<file path="src/rlsd_pkg.sv">
// ----------------------------------------------------------------------------
// Sprite cel decoder package
// Shared widths, codes and the command and status structures that join the
// controller to the datapath.
// ----------------------------------------------------------------------------
package rlsd_pkg;

  localparam int ADDR_W  = 24;
  localparam int POS_W   = ADDR_W + 2;
  localparam int LW_W    = 12;
  localparam int CNT_W   = 6;
  localparam int TDATA_W = ADDR_W + 8;
  localparam int CFG_W   = 24;
  localparam int IDX_W   = 3;

  localparam logic [IDX_W-1:0] REG_LINE_WIDTH    = 3'd0;
  localparam logic [IDX_W-1:0] REG_PIXEL_COUNT   = 3'd1;
  localparam logic [IDX_W-1:0] REG_KEY_COLOR     = 3'd2;
  localparam logic [IDX_W-1:0] REG_MIRROR_MODE   = 3'd3;
  localparam logic [IDX_W-1:0] REG_PACKED_FORMAT = 3'd4;

  localparam logic [1:0] PH_OPCODE  = 2'd0;
  localparam logic [1:0] PH_FILL    = 2'd1;
  localparam logic [1:0] PH_LITERAL = 2'd2;
  localparam logic [1:0] PH_DONE    = 2'd3;

  localparam logic [1:0] STATUS_PIXEL  = 2'd0;
  localparam logic [1:0] STATUS_MIDRUN = 2'd1;
  localparam logic [1:0] STATUS_SHORT  = 2'd2;

  localparam logic [7:0] OP_COUNT_MASK  = 8'h3f;
  localparam logic [7:0] OP_FILL_BIT    = 8'h80;
  localparam logic [7:0] OP_KEY_BIT     = 8'h40;
  localparam logic [7:0] OP_PACKED_MASK = 8'h07;

  typedef struct packed {
    logic load;
    logic decode;
    logic step;
    logic end_apply;
    logic flush;
  } cmd_t;

  typedef struct packed {
    logic phase_done;
    logic emit_more;
    logic step_hit;
    logic end_hit;
    logic busy_out;
    logic pend_valid;
  } stat_t;

endpackage

</file>
<file path="src/rle_sprite_cel_decoder_core.sv">
// ----------------------------------------------------------------------------
// Run-length sprite cel decoder
// Expands encoded sprite bytes into indexed pixels with raster addresses.
// ----------------------------------------------------------------------------
// Each input transaction on the s_ channel carries one encoded byte, with the
// start of a cel flagged in s_tuser and the final available byte flagged on
// s_tlast. Each output transaction on the m_ channel carries one pixel
// (address and colour) or a status result; m_tlast marks the final result
// caused by an input byte. Registers are written through cfg_we, cfg_index
// and cfg_data, by the user only while idle; the block does not enforce it.
// One byte is taken at a time: a transaction passes decode, pixel steps,
// the end of data check and the flush. The single pixel position unit steps
// once a cycle over each position, clipped ones too, unless a new result is
// blocked at the output. A byte that arrives after the end of a cel is
// dropped in decode. The first pixel is formed by the first step and reaches
// the output with the next result or at the end of the transaction, because
// each result is held until the next one so that the final one can be marked.
// A stalled receiver holds the expansion only when a new result has nowhere
// to go; the block takes its next byte while the last result still waits.
// Synchronous reset restores the register defaults and the decoder state.
// ----------------------------------------------------------------------------
module rle_sprite_cel_decoder_core (
  input  logic                         clk,
  input  logic                         rst,
  input  logic                         s_tvalid,
  output logic                         s_tready,
  input  logic [7:0]                   s_tdata,   // data_byte
  input  logic [0:0]                   s_tuser,   // start_of_cel
  input  logic                         s_tlast,
  output logic                         m_tvalid,
  input  logic                         m_tready,
  output logic [rlsd_pkg::TDATA_W-1:0] m_tdata,   // pixel_address, pixel_value
  output logic [1:0]                   m_tuser,   // status
  output logic                         m_tlast,
  input  logic                         cfg_we,
  input  logic [rlsd_pkg::IDX_W-1:0]   cfg_index,
  input  logic [rlsd_pkg::CFG_W-1:0]   cfg_data
);

  rlsd_pkg::cmd_t  cmd;
  rlsd_pkg::stat_t stat;

  rlsd_ctrl u_ctrl (
    .clk      (clk),
    .rst      (rst),
    .in_valid (s_tvalid),
    .in_ready (s_tready),
    .stat     (stat),
    .cmd      (cmd)
  );

  rlsd_dp u_dp (
    .clk       (clk),
    .rst       (rst),
    .cfg_we    (cfg_we),
    .cfg_index (cfg_index),
    .cfg_data  (cfg_data),
    .in_byte   (s_tdata),
    .in_start  (s_tuser[0]),
    .in_end    (s_tlast),
    .cmd       (cmd),
    .stat      (stat),
    .m_tvalid  (m_tvalid),
    .m_tready  (m_tready),
    .m_tdata   (m_tdata),
    .m_tuser   (m_tuser),
    .m_tlast   (m_tlast)
  );

endmodule

</file>
<file path="src/rlsd_ctrl.sv">
// ----------------------------------------------------------------------------
// Sprite cel decoder controller
// Sequences one input transaction through decode, pixel expansion, the end
// of data check and the final flush of the held result.
// ----------------------------------------------------------------------------
module rlsd_ctrl (
  input  logic           clk,
  input  logic           rst,
  input  logic           in_valid,
  output logic           in_ready,
  input  rlsd_pkg::stat_t stat,
  output rlsd_pkg::cmd_t  cmd
);

  localparam logic [2:0] ST_IDLE   = 3'd0;
  localparam logic [2:0] ST_DECODE = 3'd1;
  localparam logic [2:0] ST_EMIT   = 3'd2;
  localparam logic [2:0] ST_END    = 3'd3;
  localparam logic [2:0] ST_FLUSH  = 3'd4;

  logic [2:0] state;
  logic [2:0] state_next;

  always_ff @(posedge clk) begin
    if (rst) begin
      state <= ST_IDLE;
    end else begin
      state <= state_next;
    end
  end

  always_comb begin
    state_next = state;
    cmd        = '0;
    in_ready   = 1'b0;
    case (state)
      ST_IDLE: begin
        in_ready = 1'b1;
        if (in_valid) begin
          cmd.load   = 1'b1;
          state_next = ST_DECODE;
        end
      end
      ST_DECODE: begin
        if (stat.phase_done) begin
          state_next = ST_IDLE;
        end else begin
          cmd.decode = 1'b1;
          state_next = ST_EMIT;
        end
      end
      ST_EMIT: begin
        if (!stat.emit_more) begin
          state_next = ST_END;
        end else if (!(stat.step_hit && stat.busy_out)) begin
          cmd.step = 1'b1;
        end
      end
      ST_END: begin
        if (!(stat.end_hit && stat.busy_out)) begin
          cmd.end_apply = 1'b1;
          state_next    = ST_FLUSH;
        end
      end
      ST_FLUSH: begin
        if (!stat.busy_out) begin
          cmd.flush  = stat.pend_valid;
          state_next = ST_IDLE;
        end
      end
      default: begin
        state_next = ST_IDLE;
      end
    endcase
  end

`ifndef SYNTHESIS
  a_load_only_idle: assert property (@(posedge clk) disable iff (rst)
    cmd.load |=> state == ST_DECODE)
    else $error("load did not move to decode");
  a_flush_to_idle: assert property (@(posedge clk) disable iff (rst)
    (state == ST_FLUSH && !stat.busy_out) |=> in_ready)
    else $error("flush did not return to idle");
  a_step_not_blocked: assert property (@(posedge clk) disable iff (rst)
    cmd.step |-> !(stat.step_hit && stat.busy_out))
    else $error("step issued while the output is blocked");
`endif

endmodule

</file>
<file path="src/rlsd_dp.sv">
// ----------------------------------------------------------------------------
// Sprite cel decoder datapath
// Configuration registers, decoder state, raster position arithmetic, the
// held result used to mark the final result and the output register.
// ----------------------------------------------------------------------------
module rlsd_dp (
  input  logic                         clk,
  input  logic                         rst,
  input  logic                         cfg_we,
  input  logic [rlsd_pkg::IDX_W-1:0]   cfg_index,
  input  logic [rlsd_pkg::CFG_W-1:0]   cfg_data,
  input  logic [7:0]                   in_byte,
  input  logic                         in_start,
  input  logic                         in_end,
  input  rlsd_pkg::cmd_t               cmd,
  output rlsd_pkg::stat_t              stat,
  output logic                         m_tvalid,
  input  logic                         m_tready,
  output logic [rlsd_pkg::TDATA_W-1:0] m_tdata,
  output logic [1:0]                   m_tuser,
  output logic                         m_tlast
);

  localparam int POS_W = rlsd_pkg::POS_W;
  localparam int ADDR_W = rlsd_pkg::ADDR_W;
  localparam int CNT_W = rlsd_pkg::CNT_W;

  logic [rlsd_pkg::LW_W-1:0] line_width;
  logic [23:0]               pixel_count;
  logic [7:0]                key_color;
  logic                      mirror_mode;
  logic                      packed_format;

  logic [7:0]       byte_r;
  logic             end_r;
  logic [POS_W-1:0] wp;
  logic [POS_W-1:0] ls;
  logic [1:0]       phase;
  logic [CNT_W-1:0] run;
  logic             full;
  logic [CNT_W-1:0] cnt;
  logic [7:0]       color;

  logic              pend_valid;
  logic [ADDR_W-1:0] pend_addr;
  logic [7:0]        pend_value;
  logic [1:0]        pend_status;

  logic [rlsd_pkg::LW_W-1:0] eff_w;
  logic [POS_W-1:0] w_ext;
  logic [POS_W-1:0] pc_ext;
  logic [POS_W-1:0] ls_adv;
  logic [POS_W-1:0] wp_next;
  logic [POS_W-1:0] ls_next;
  logic             full_next;
  logic             step_hit;
  logic             end_hit;
  logic             new_result;
  logic             push;
  logic             flush_push;

  logic [CNT_W-1:0] dec_cnt;
  logic [7:0]       dec_color;
  logic [1:0]       dec_phase;
  logic [CNT_W-1:0] dec_run;

  assign eff_w  = (line_width == '0) ? {{(rlsd_pkg::LW_W-1){1'b0}}, 1'b1} : line_width;
  assign w_ext  = {{(POS_W-rlsd_pkg::LW_W){1'b0}}, eff_w};
  assign pc_ext = {{(POS_W-24){1'b0}}, pixel_count};

  always_ff @(posedge clk) begin
    if (rst) begin
      line_width    <= {{(rlsd_pkg::LW_W-1){1'b0}}, 1'b1};
      pixel_count   <= 24'd1;
      key_color     <= 8'd0;
      mirror_mode   <= 1'b0;
      packed_format <= 1'b0;
    end else if (cfg_we) begin
      case (cfg_index)
        rlsd_pkg::REG_LINE_WIDTH:    line_width    <= cfg_data[rlsd_pkg::LW_W-1:0];
        rlsd_pkg::REG_PIXEL_COUNT:   pixel_count   <= cfg_data[23:0];
        rlsd_pkg::REG_KEY_COLOR:     key_color     <= cfg_data[7:0];
        rlsd_pkg::REG_MIRROR_MODE:   mirror_mode   <= cfg_data[0];
        rlsd_pkg::REG_PACKED_FORMAT: packed_format <= cfg_data[0];
        default: begin
        end
      endcase
    end
  end

  always_comb begin
    dec_cnt   = '0;
    dec_color = key_color;
    dec_phase = phase;
    dec_run   = run;
    if (!full) begin
      case (phase)
        rlsd_pkg::PH_OPCODE: begin
          if (packed_format) begin
            if ((byte_r & rlsd_pkg::OP_PACKED_MASK) != 8'd0) begin
              dec_cnt   = {3'b000, byte_r[2:0]};
              dec_color = {3'b000, byte_r[7:3]};
            end else begin
              dec_cnt = {1'b0, byte_r[7:3]};
            end
          end else if ((byte_r & rlsd_pkg::OP_FILL_BIT) != 8'd0) begin
            if ((byte_r & rlsd_pkg::OP_KEY_BIT) != 8'd0) begin
              dec_cnt = byte_r[CNT_W-1:0];
            end else begin
              dec_run   = byte_r[CNT_W-1:0];
              dec_phase = rlsd_pkg::PH_FILL;
            end
          end else if ((byte_r & rlsd_pkg::OP_COUNT_MASK) != 8'd0) begin
            dec_run   = byte_r[CNT_W-1:0];
            dec_phase = rlsd_pkg::PH_LITERAL;
          end
        end
        rlsd_pkg::PH_FILL: begin
          dec_cnt   = run;
          dec_color = byte_r;
          dec_run   = '0;
          dec_phase = rlsd_pkg::PH_OPCODE;
        end
        rlsd_pkg::PH_LITERAL: begin
          dec_cnt   = {{(CNT_W-1){1'b0}}, 1'b1};
          dec_color = byte_r;
          dec_run   = run - {{(CNT_W-1){1'b0}}, 1'b1};
          if (dec_run == '0) begin
            dec_phase = rlsd_pkg::PH_OPCODE;
          end
        end
        default: begin
        end
      endcase
    end
  end

  assign ls_adv = ls + w_ext;

  always_comb begin
    if (mirror_mode) begin
      if (wp <= ls) begin
        ls_next = ls_adv;
        wp_next = ls_adv + w_ext - {{(POS_W-1){1'b0}}, 1'b1};
      end else begin
        ls_next = ls;
        wp_next = wp - {{(POS_W-1){1'b0}}, 1'b1};
      end
      full_next = ls_next >= pc_ext;
    end else begin
      ls_next   = ls;
      wp_next   = wp + {{(POS_W-1){1'b0}}, 1'b1};
      full_next = wp_next >= pc_ext;
    end
  end

  assign step_hit = wp < pc_ext;
  assign end_hit  = end_r && !full &&
                    (phase == rlsd_pkg::PH_FILL || phase == rlsd_pkg::PH_LITERAL ||
                     packed_format);

  assign new_result = (cmd.step && step_hit) || (cmd.end_apply && end_hit);
  assign push       = new_result && pend_valid;
  assign flush_push = cmd.flush && pend_valid;

  assign stat.phase_done = (phase == rlsd_pkg::PH_DONE);
  assign stat.emit_more  = (cnt != '0) && !full;
  assign stat.step_hit   = step_hit;
  assign stat.end_hit    = end_hit;
  assign stat.busy_out   = pend_valid && m_tvalid && !m_tready;
  assign stat.pend_valid = pend_valid;

  always_ff @(posedge clk) begin
    if (rst) begin
      wp    <= '0;
      ls    <= '0;
      phase <= rlsd_pkg::PH_OPCODE;
      run   <= '0;
      full  <= 1'b0;
      cnt   <= '0;
      end_r <= 1'b0;
    end else begin
      if (cmd.load) begin
        end_r <= in_end;
        if (in_start) begin
          ls    <= '0;
          wp    <= mirror_mode ? (w_ext - {{(POS_W-1){1'b0}}, 1'b1}) : '0;
          phase <= rlsd_pkg::PH_OPCODE;
          run   <= '0;
          full  <= (pixel_count == 24'd0);
        end
      end
      if (cmd.decode) begin
        cnt   <= dec_cnt;
        phase <= dec_phase;
        run   <= dec_run;
      end
      if (cmd.step) begin
        wp   <= wp_next;
        ls   <= ls_next;
        full <= full_next;
        cnt  <= cnt - {{(CNT_W-1){1'b0}}, 1'b1};
      end
      if (cmd.end_apply && end_r) begin
        phase <= rlsd_pkg::PH_DONE;
        run   <= '0;
      end
    end
  end

  always_ff @(posedge clk) begin
    if (cmd.load) begin
      byte_r <= in_byte;
    end
    if (cmd.decode) begin
      color <= dec_color;
    end
  end

  always_ff @(posedge clk) begin
    if (rst) begin
      pend_valid <= 1'b0;
    end else if (new_result) begin
      pend_valid <= 1'b1;
    end else if (flush_push) begin
      pend_valid <= 1'b0;
    end
  end

  always_ff @(posedge clk) begin
    if (cmd.step && step_hit) begin
      pend_addr   <= wp[ADDR_W-1:0];
      pend_value  <= color;
      pend_status <= rlsd_pkg::STATUS_PIXEL;
    end else if (cmd.end_apply && end_hit) begin
      pend_addr   <= '0;
      pend_value  <= 8'd0;
      pend_status <= (phase == rlsd_pkg::PH_OPCODE) ? rlsd_pkg::STATUS_SHORT
                                                    : rlsd_pkg::STATUS_MIDRUN;
    end
  end

  always_ff @(posedge clk) begin
    if (rst) begin
      m_tvalid <= 1'b0;
    end else if (push || flush_push) begin
      m_tvalid <= 1'b1;
    end else if (m_tready) begin
      m_tvalid <= 1'b0;
    end
  end

  always_ff @(posedge clk) begin
    if (push || flush_push) begin
      m_tdata <= {pend_value, pend_addr};
      m_tuser <= pend_status;
      m_tlast <= flush_push;
    end
  end

`ifndef SYNTHESIS
  a_load_empty: assert property (@(posedge clk) disable iff (rst)
    cmd.load |-> !pend_valid)
    else $error("a held result survived into the next transaction");
  a_no_overwrite: assert property (@(posedge clk) disable iff (rst)
    (push || flush_push) |-> (!m_tvalid || m_tready))
    else $error("output register overwritten while stalled");
  a_status_zero: assert property (@(posedge clk) disable iff (rst)
    (m_tvalid && m_tuser != rlsd_pkg::STATUS_PIXEL) |-> (m_tdata == '0 && m_tlast))
    else $error("status result carries data or is not final");
  a_status_code: assert property (@(posedge clk) disable iff (rst)
    m_tvalid |-> (m_tuser != 2'd3))
    else $error("undefined status code on output");
  a_count_down: assert property (@(posedge clk) disable iff (rst)
    cmd.step |=> cnt == ($past(cnt) - {{(CNT_W-1){1'b0}}, 1'b1}))
    else $error("run counter did not step down");
`endif

endmodule
</file>
<file path="config.mk">
export PLATFORM = sky130hd
export DESIGN_NAME = rle_sprite_cel_decoder_core
export DESIGN_NICKNAME = d
export VERILOG_FILES = /design/src/rlsd_pkg.sv /design/src/rle_sprite_cel_decoder_core.sv /design/src/rlsd_ctrl.sv /design/src/rlsd_dp.sv
export SDC_FILE = /design/constraint.sdc
export NUM_CORES = 1
export LEC_CHECK = 0
export ABC_AREA = 0
export BUFFER_PORTS_ARGS = -buffer_cell sky130_fd_sc_hd__buf_2
export CAP_MARGIN = 25
export CELL_PAD_IN_SITES_DETAIL_PLACEMENT = 0
export CELL_PAD_IN_SITES_GLOBAL_PLACEMENT = 1
export CORE_UTILIZATION = 30
export DETAILED_ROUTE_END_ITERATION = 10
export GPL_TIMING_DRIVEN = 0
export HOLD_SLACK_MARGIN = 0.12
export PLACE_DENSITY = 0.62
export SLEW_MARGIN = 25
export SYNTH_ARGS = -nofsm -noshare
export SYNTH_HDL_FRONTEND = slang
export SYNTH_SLANG_ARGS = --single-unit
</file>
<file path="constraint.sdc">
create_clock -name clk -period 4.9 [get_ports clk]
set_input_delay 0.735 -clock clk [delete_from_list [all_inputs] [get_ports clk]]
set_output_delay 0.735 -clock clk [all_outputs]
set_load 0.01 [all_outputs]
</file>
==> results_dict.tcl <==
set metrics [dict create \
    syn_nets 1961 \
    boundaryPins 79 \
    rows 80 \
    postSynthCellCount 1762 \
    viasPerCell 5.42 \
    power_switching_mw 1.36 \
    crit_path_end_kind "flip-flop" \
    ant_nets 0 \
    wl_um 54800 \
    synth_edf_count 83 \
    synth_ff_type "dfxtp_1" \
    ir_drop_v 0.000206 \
    area_growth_pct 21.0 \
    grt_usage_pct 21.6 \
    synth-seq-area-share_pct 33.7 \
    final_cell_mix "nand2_1 (213), a21oi_1 (154), ha_1 (144), inv_1 (130), nor2_1 (102)" \
    post-route-period-util_pct 100 \
    synth-compound-area-share_pct 20.0 \
    hold_start "s_tdata[0]" \
    start_kind "flip-flop" \
    setup_viol 1 \
    die_height_um 222 \
    post-dp-hpwl_um 42800 \
    final.fill_count 4989 \
    crit_path_cell_trace "inv_1 > ha_1 > a21oi_1 > o21ai_0 > a221oi_4 > o41ai_4 > o21ai_4 > buf_8 > buf_4 > nand2_1 > o21ai_4 > ha_1 > nor2b_1 > o21a_1 > o21ai_0 > a211oi_1 > a2111oi_4 > o41ai_2 > a41oi_1 > o221ai_1 > o31a_1" \
    clock_latency_ns 0.54 \
    async_flop_share_pct 0 \
    worst_slack_ns -0.000834 \
    rr_endpoint "u_dp.full" \
    synth-adder-area-share_pct 13.5 \
    synth_top_family_by_area "simple AND/OR/NAND/NOR gates" \
    grt_max_degree 36 \
    first_pass_iters 8 \
    synthMuxAreaShare_pct 0.704 \
    antenna_found_initial 0 \
    wl_per_cell_um 21.7 \
    cts_buffer_depth 3 \
    dieWidth_um 222 \
    status "finished, violations left" \
    synth_xor_area_share_pct 5.71 \
    r2r-start "u_dp.ls[21]" \
    cp_num_buf_inv 3 \
    crit_arrival_ns 5.32 \
    n_antenna_cell 0 \
    power.share.clock_pct 41.4 \
    cts_root_buffer "clkbuf_16" \
    ys_types 74 \
    overflow 0 \
    final_hold_viol_count 0 \
    initial_core_util_pct 30.4 \
    crit_type "flip-flop to flip-flop" \
    mostFrequentLayoutCell "nand2_1" \
    sequentialPowerShare_pct 39.8 \
    total_power_mw 4.63 \
    post-route-cell-area_mm2 0.0176 \
    dieArea_mm2 0.0494 \
    grt_pass1_vias 12900 \
    syn_area_mm2 0.0146 \
    cts_tree "done" \
    syn_area_per_cell_um2 8.27 \
    sw_frac_of_total_pct 29.5 \
    max_freq_ghz 0.204 \
    postCtsHoldBufs 0 \
    rsz0062_at_grt "true" \
    yosys.area_share.simple_pct 20.2 \
    rr_worst_depth 21 \
    worst_slew_pin_slew_ns 1.05 \
    violations "negative setup slack" \
    dr_total_vias 13700 \
    coreArea_mm2 0.0478 \
    post-route-drc-count 0 \
    drv_slew 0 \
    rrSetupSlack_ns -0.0008 \
    p_int_mw 3.26 \
    cp_slowest_cell "a2111oi_4" \
    fin_nets 2096 \
    multi_input_area_mm2 0.00946 \
    gp_congestion 0.919 \
    path_delay_family "compound AO/OA/AOI/OAI gates" \
    regArea_mm2 0.00495 \
    clk_pin_slew_worst_paths_ns 0.07 \
    power_density_mw_per_mm2 263 \
    drive_above_1_share_pct 15.7 \
    grt_pass1_wl_um 80700 \
    place_area_mm2 0.0158 \
    numClockSinks 204 \
    max_stage_delay_ns 0.46 \
    ys_seq_elements 204 \
    drtIter0Drc 1246 \
    hp-class "input port to flip-flop" \
    port_buffers 77 \
    crit_fanout 10 \
    cts_buffers 25 \
    fin_worst_skew_ns 0.0126 \
    min_path_cells 1 \
    finalCriticalPeriod_ns 4.90 \
    htreeDepth 1 \
    slew_headroom_pct 29.6 \
    ys_warn_count 0 \
    cp.required_ns 5.32 \
    hold_path_end "u_dp.byte_r[0]" \
    p_leak_nw 6.86 \
    power_frac_comb_pct 18.8 \
    cap_violations 0 \
]
-- power groups by stage --
stage | sequential, mW | clock, mW | combinational, mW
5_1_grt | 1.85 | 2.01 | 0.938
3_5_place_dp | 1.88 | 0 | 0.739
3_3_place_gp | 1.88 | 0 | 0.734
4_1_cts | 1.84 | 1.95 | 0.807
6_report | 1.84 | 1.92 | 0.871
2_1_floorplan | 1.86 | 0 | 0.473
-- per-layer routing --
| layer | GRT usage (%) | vias to the layer above | routed length [um] |
|---|---|---|---|
| li1 | - | 6626 | - |
| met1 | 31.1 | 6555 | 25600 |
| met2 | 33.1 | 453 | 23900 |
| met3 | 3.27 | 83 | 3690 |
| met4 | 6.12 | 0 | 1630 |
| met5 | 0 | - | 0 |
-- stage by stage --
stage	setup TNS (ns)	util [%]	setup WS (ns)	hold WS (ns)	std cells
after detailed placement	-35.27	32.9	-2.09	0.405	2455
after global placement	-45.53	32.9	-2.40	0.404	2454
after global routing	-0.399	36.8	-0.150	0.356	2530
after floorplan	0	-	0.0780	0.400	1762
after CTS	-0.111	35.8	-0.111	0.351	2507
final	-0.000834	36.8	-0.000834	0.370	2530
-- timing repair --
action,in CTS,in global routing
buffers inserted,12,24
gates resized for setup,114,80
endpoints found under the hold margin,0,0
endpoints found under the setup margin,54,47
pin swaps,20,46
-- worst max path at each step --
stage,start,to,slack [ns],cells past startpoint
floorplan,u_dp.line_width[1],u_dp.wp[20],0.08,26
global placement,u_dp.ls[24],u_dp.full,-2.40,20
detailed placement,u_dp.line_width[1],u_dp.full,-2.09,22
CTS,u_dp.line_width[1],u_dp.full,-0.11,22
global route,u_dp.ls[17],u_dp.full,-0.15,22
finish,u_dp.ls[21],u_dp.full,-0.0008,21
-- layout make-up --
class | count | area share (%)
sequential | 204 | 28.1
clock inverter | 10 | 0.667
tap | 615 | 4.37
timing repair buffer | 113 | 3.76
multi-input combinational | 1328 | 53.7
clock buffer | 35 | 4.10
inverter | 137 | 2.92
buffer | 88 | 2.42
-- logic make-up after synthesis --
kind of cell / count (synthesis)
AND/OR/NAND/NOR: 603
XOR/XNOR: 95
AO/OA/AOI/OAI: 463
adder cells (fa/ha/maj): 157
multiplexers: 10
buffers and inverters: 230
flip-flops: 204
-- cells in the mapped netlist (all sizes together), types with 25 or more instances --
cell,count,share of area [%]
nand2,214,5.5
a21oi,166,5.7
ha,156,13
inv,136,3.5
dfxtp,121,17
nor2,105,2.7
o21ai,91,3.1
edfxtp,83,17
clkbuf,82,2.1
xnor2,70,4.2
nand3,49,1.7
nor3,48,1.7
and2,33,1.4
a21o,30,1.5
nor4,29,1.3
nand4,27,1.2
xor2,25,1.5
-- flip-flops by register name, summed over array words and instances (netlist names), 2 cells and up --
register	count
u_dp.run	6
u_dp.phase	2
u_dp.m_tuser	2
u_dp.color	8
u_dp.line_width	12
u_dp.ls	26
u_dp.pend_status	2
u_dp.pend_value	8
u_dp.pixel_count	24
u_dp.key_color	8
u_dp.byte_r	8
u_dp.cnt	6
u_ctrl.state	3
u_dp.m_tdata	32
u_dp.pend_addr	24
u_dp.wp	26
No activity file was read; power rests on OpenSTA's default activity.
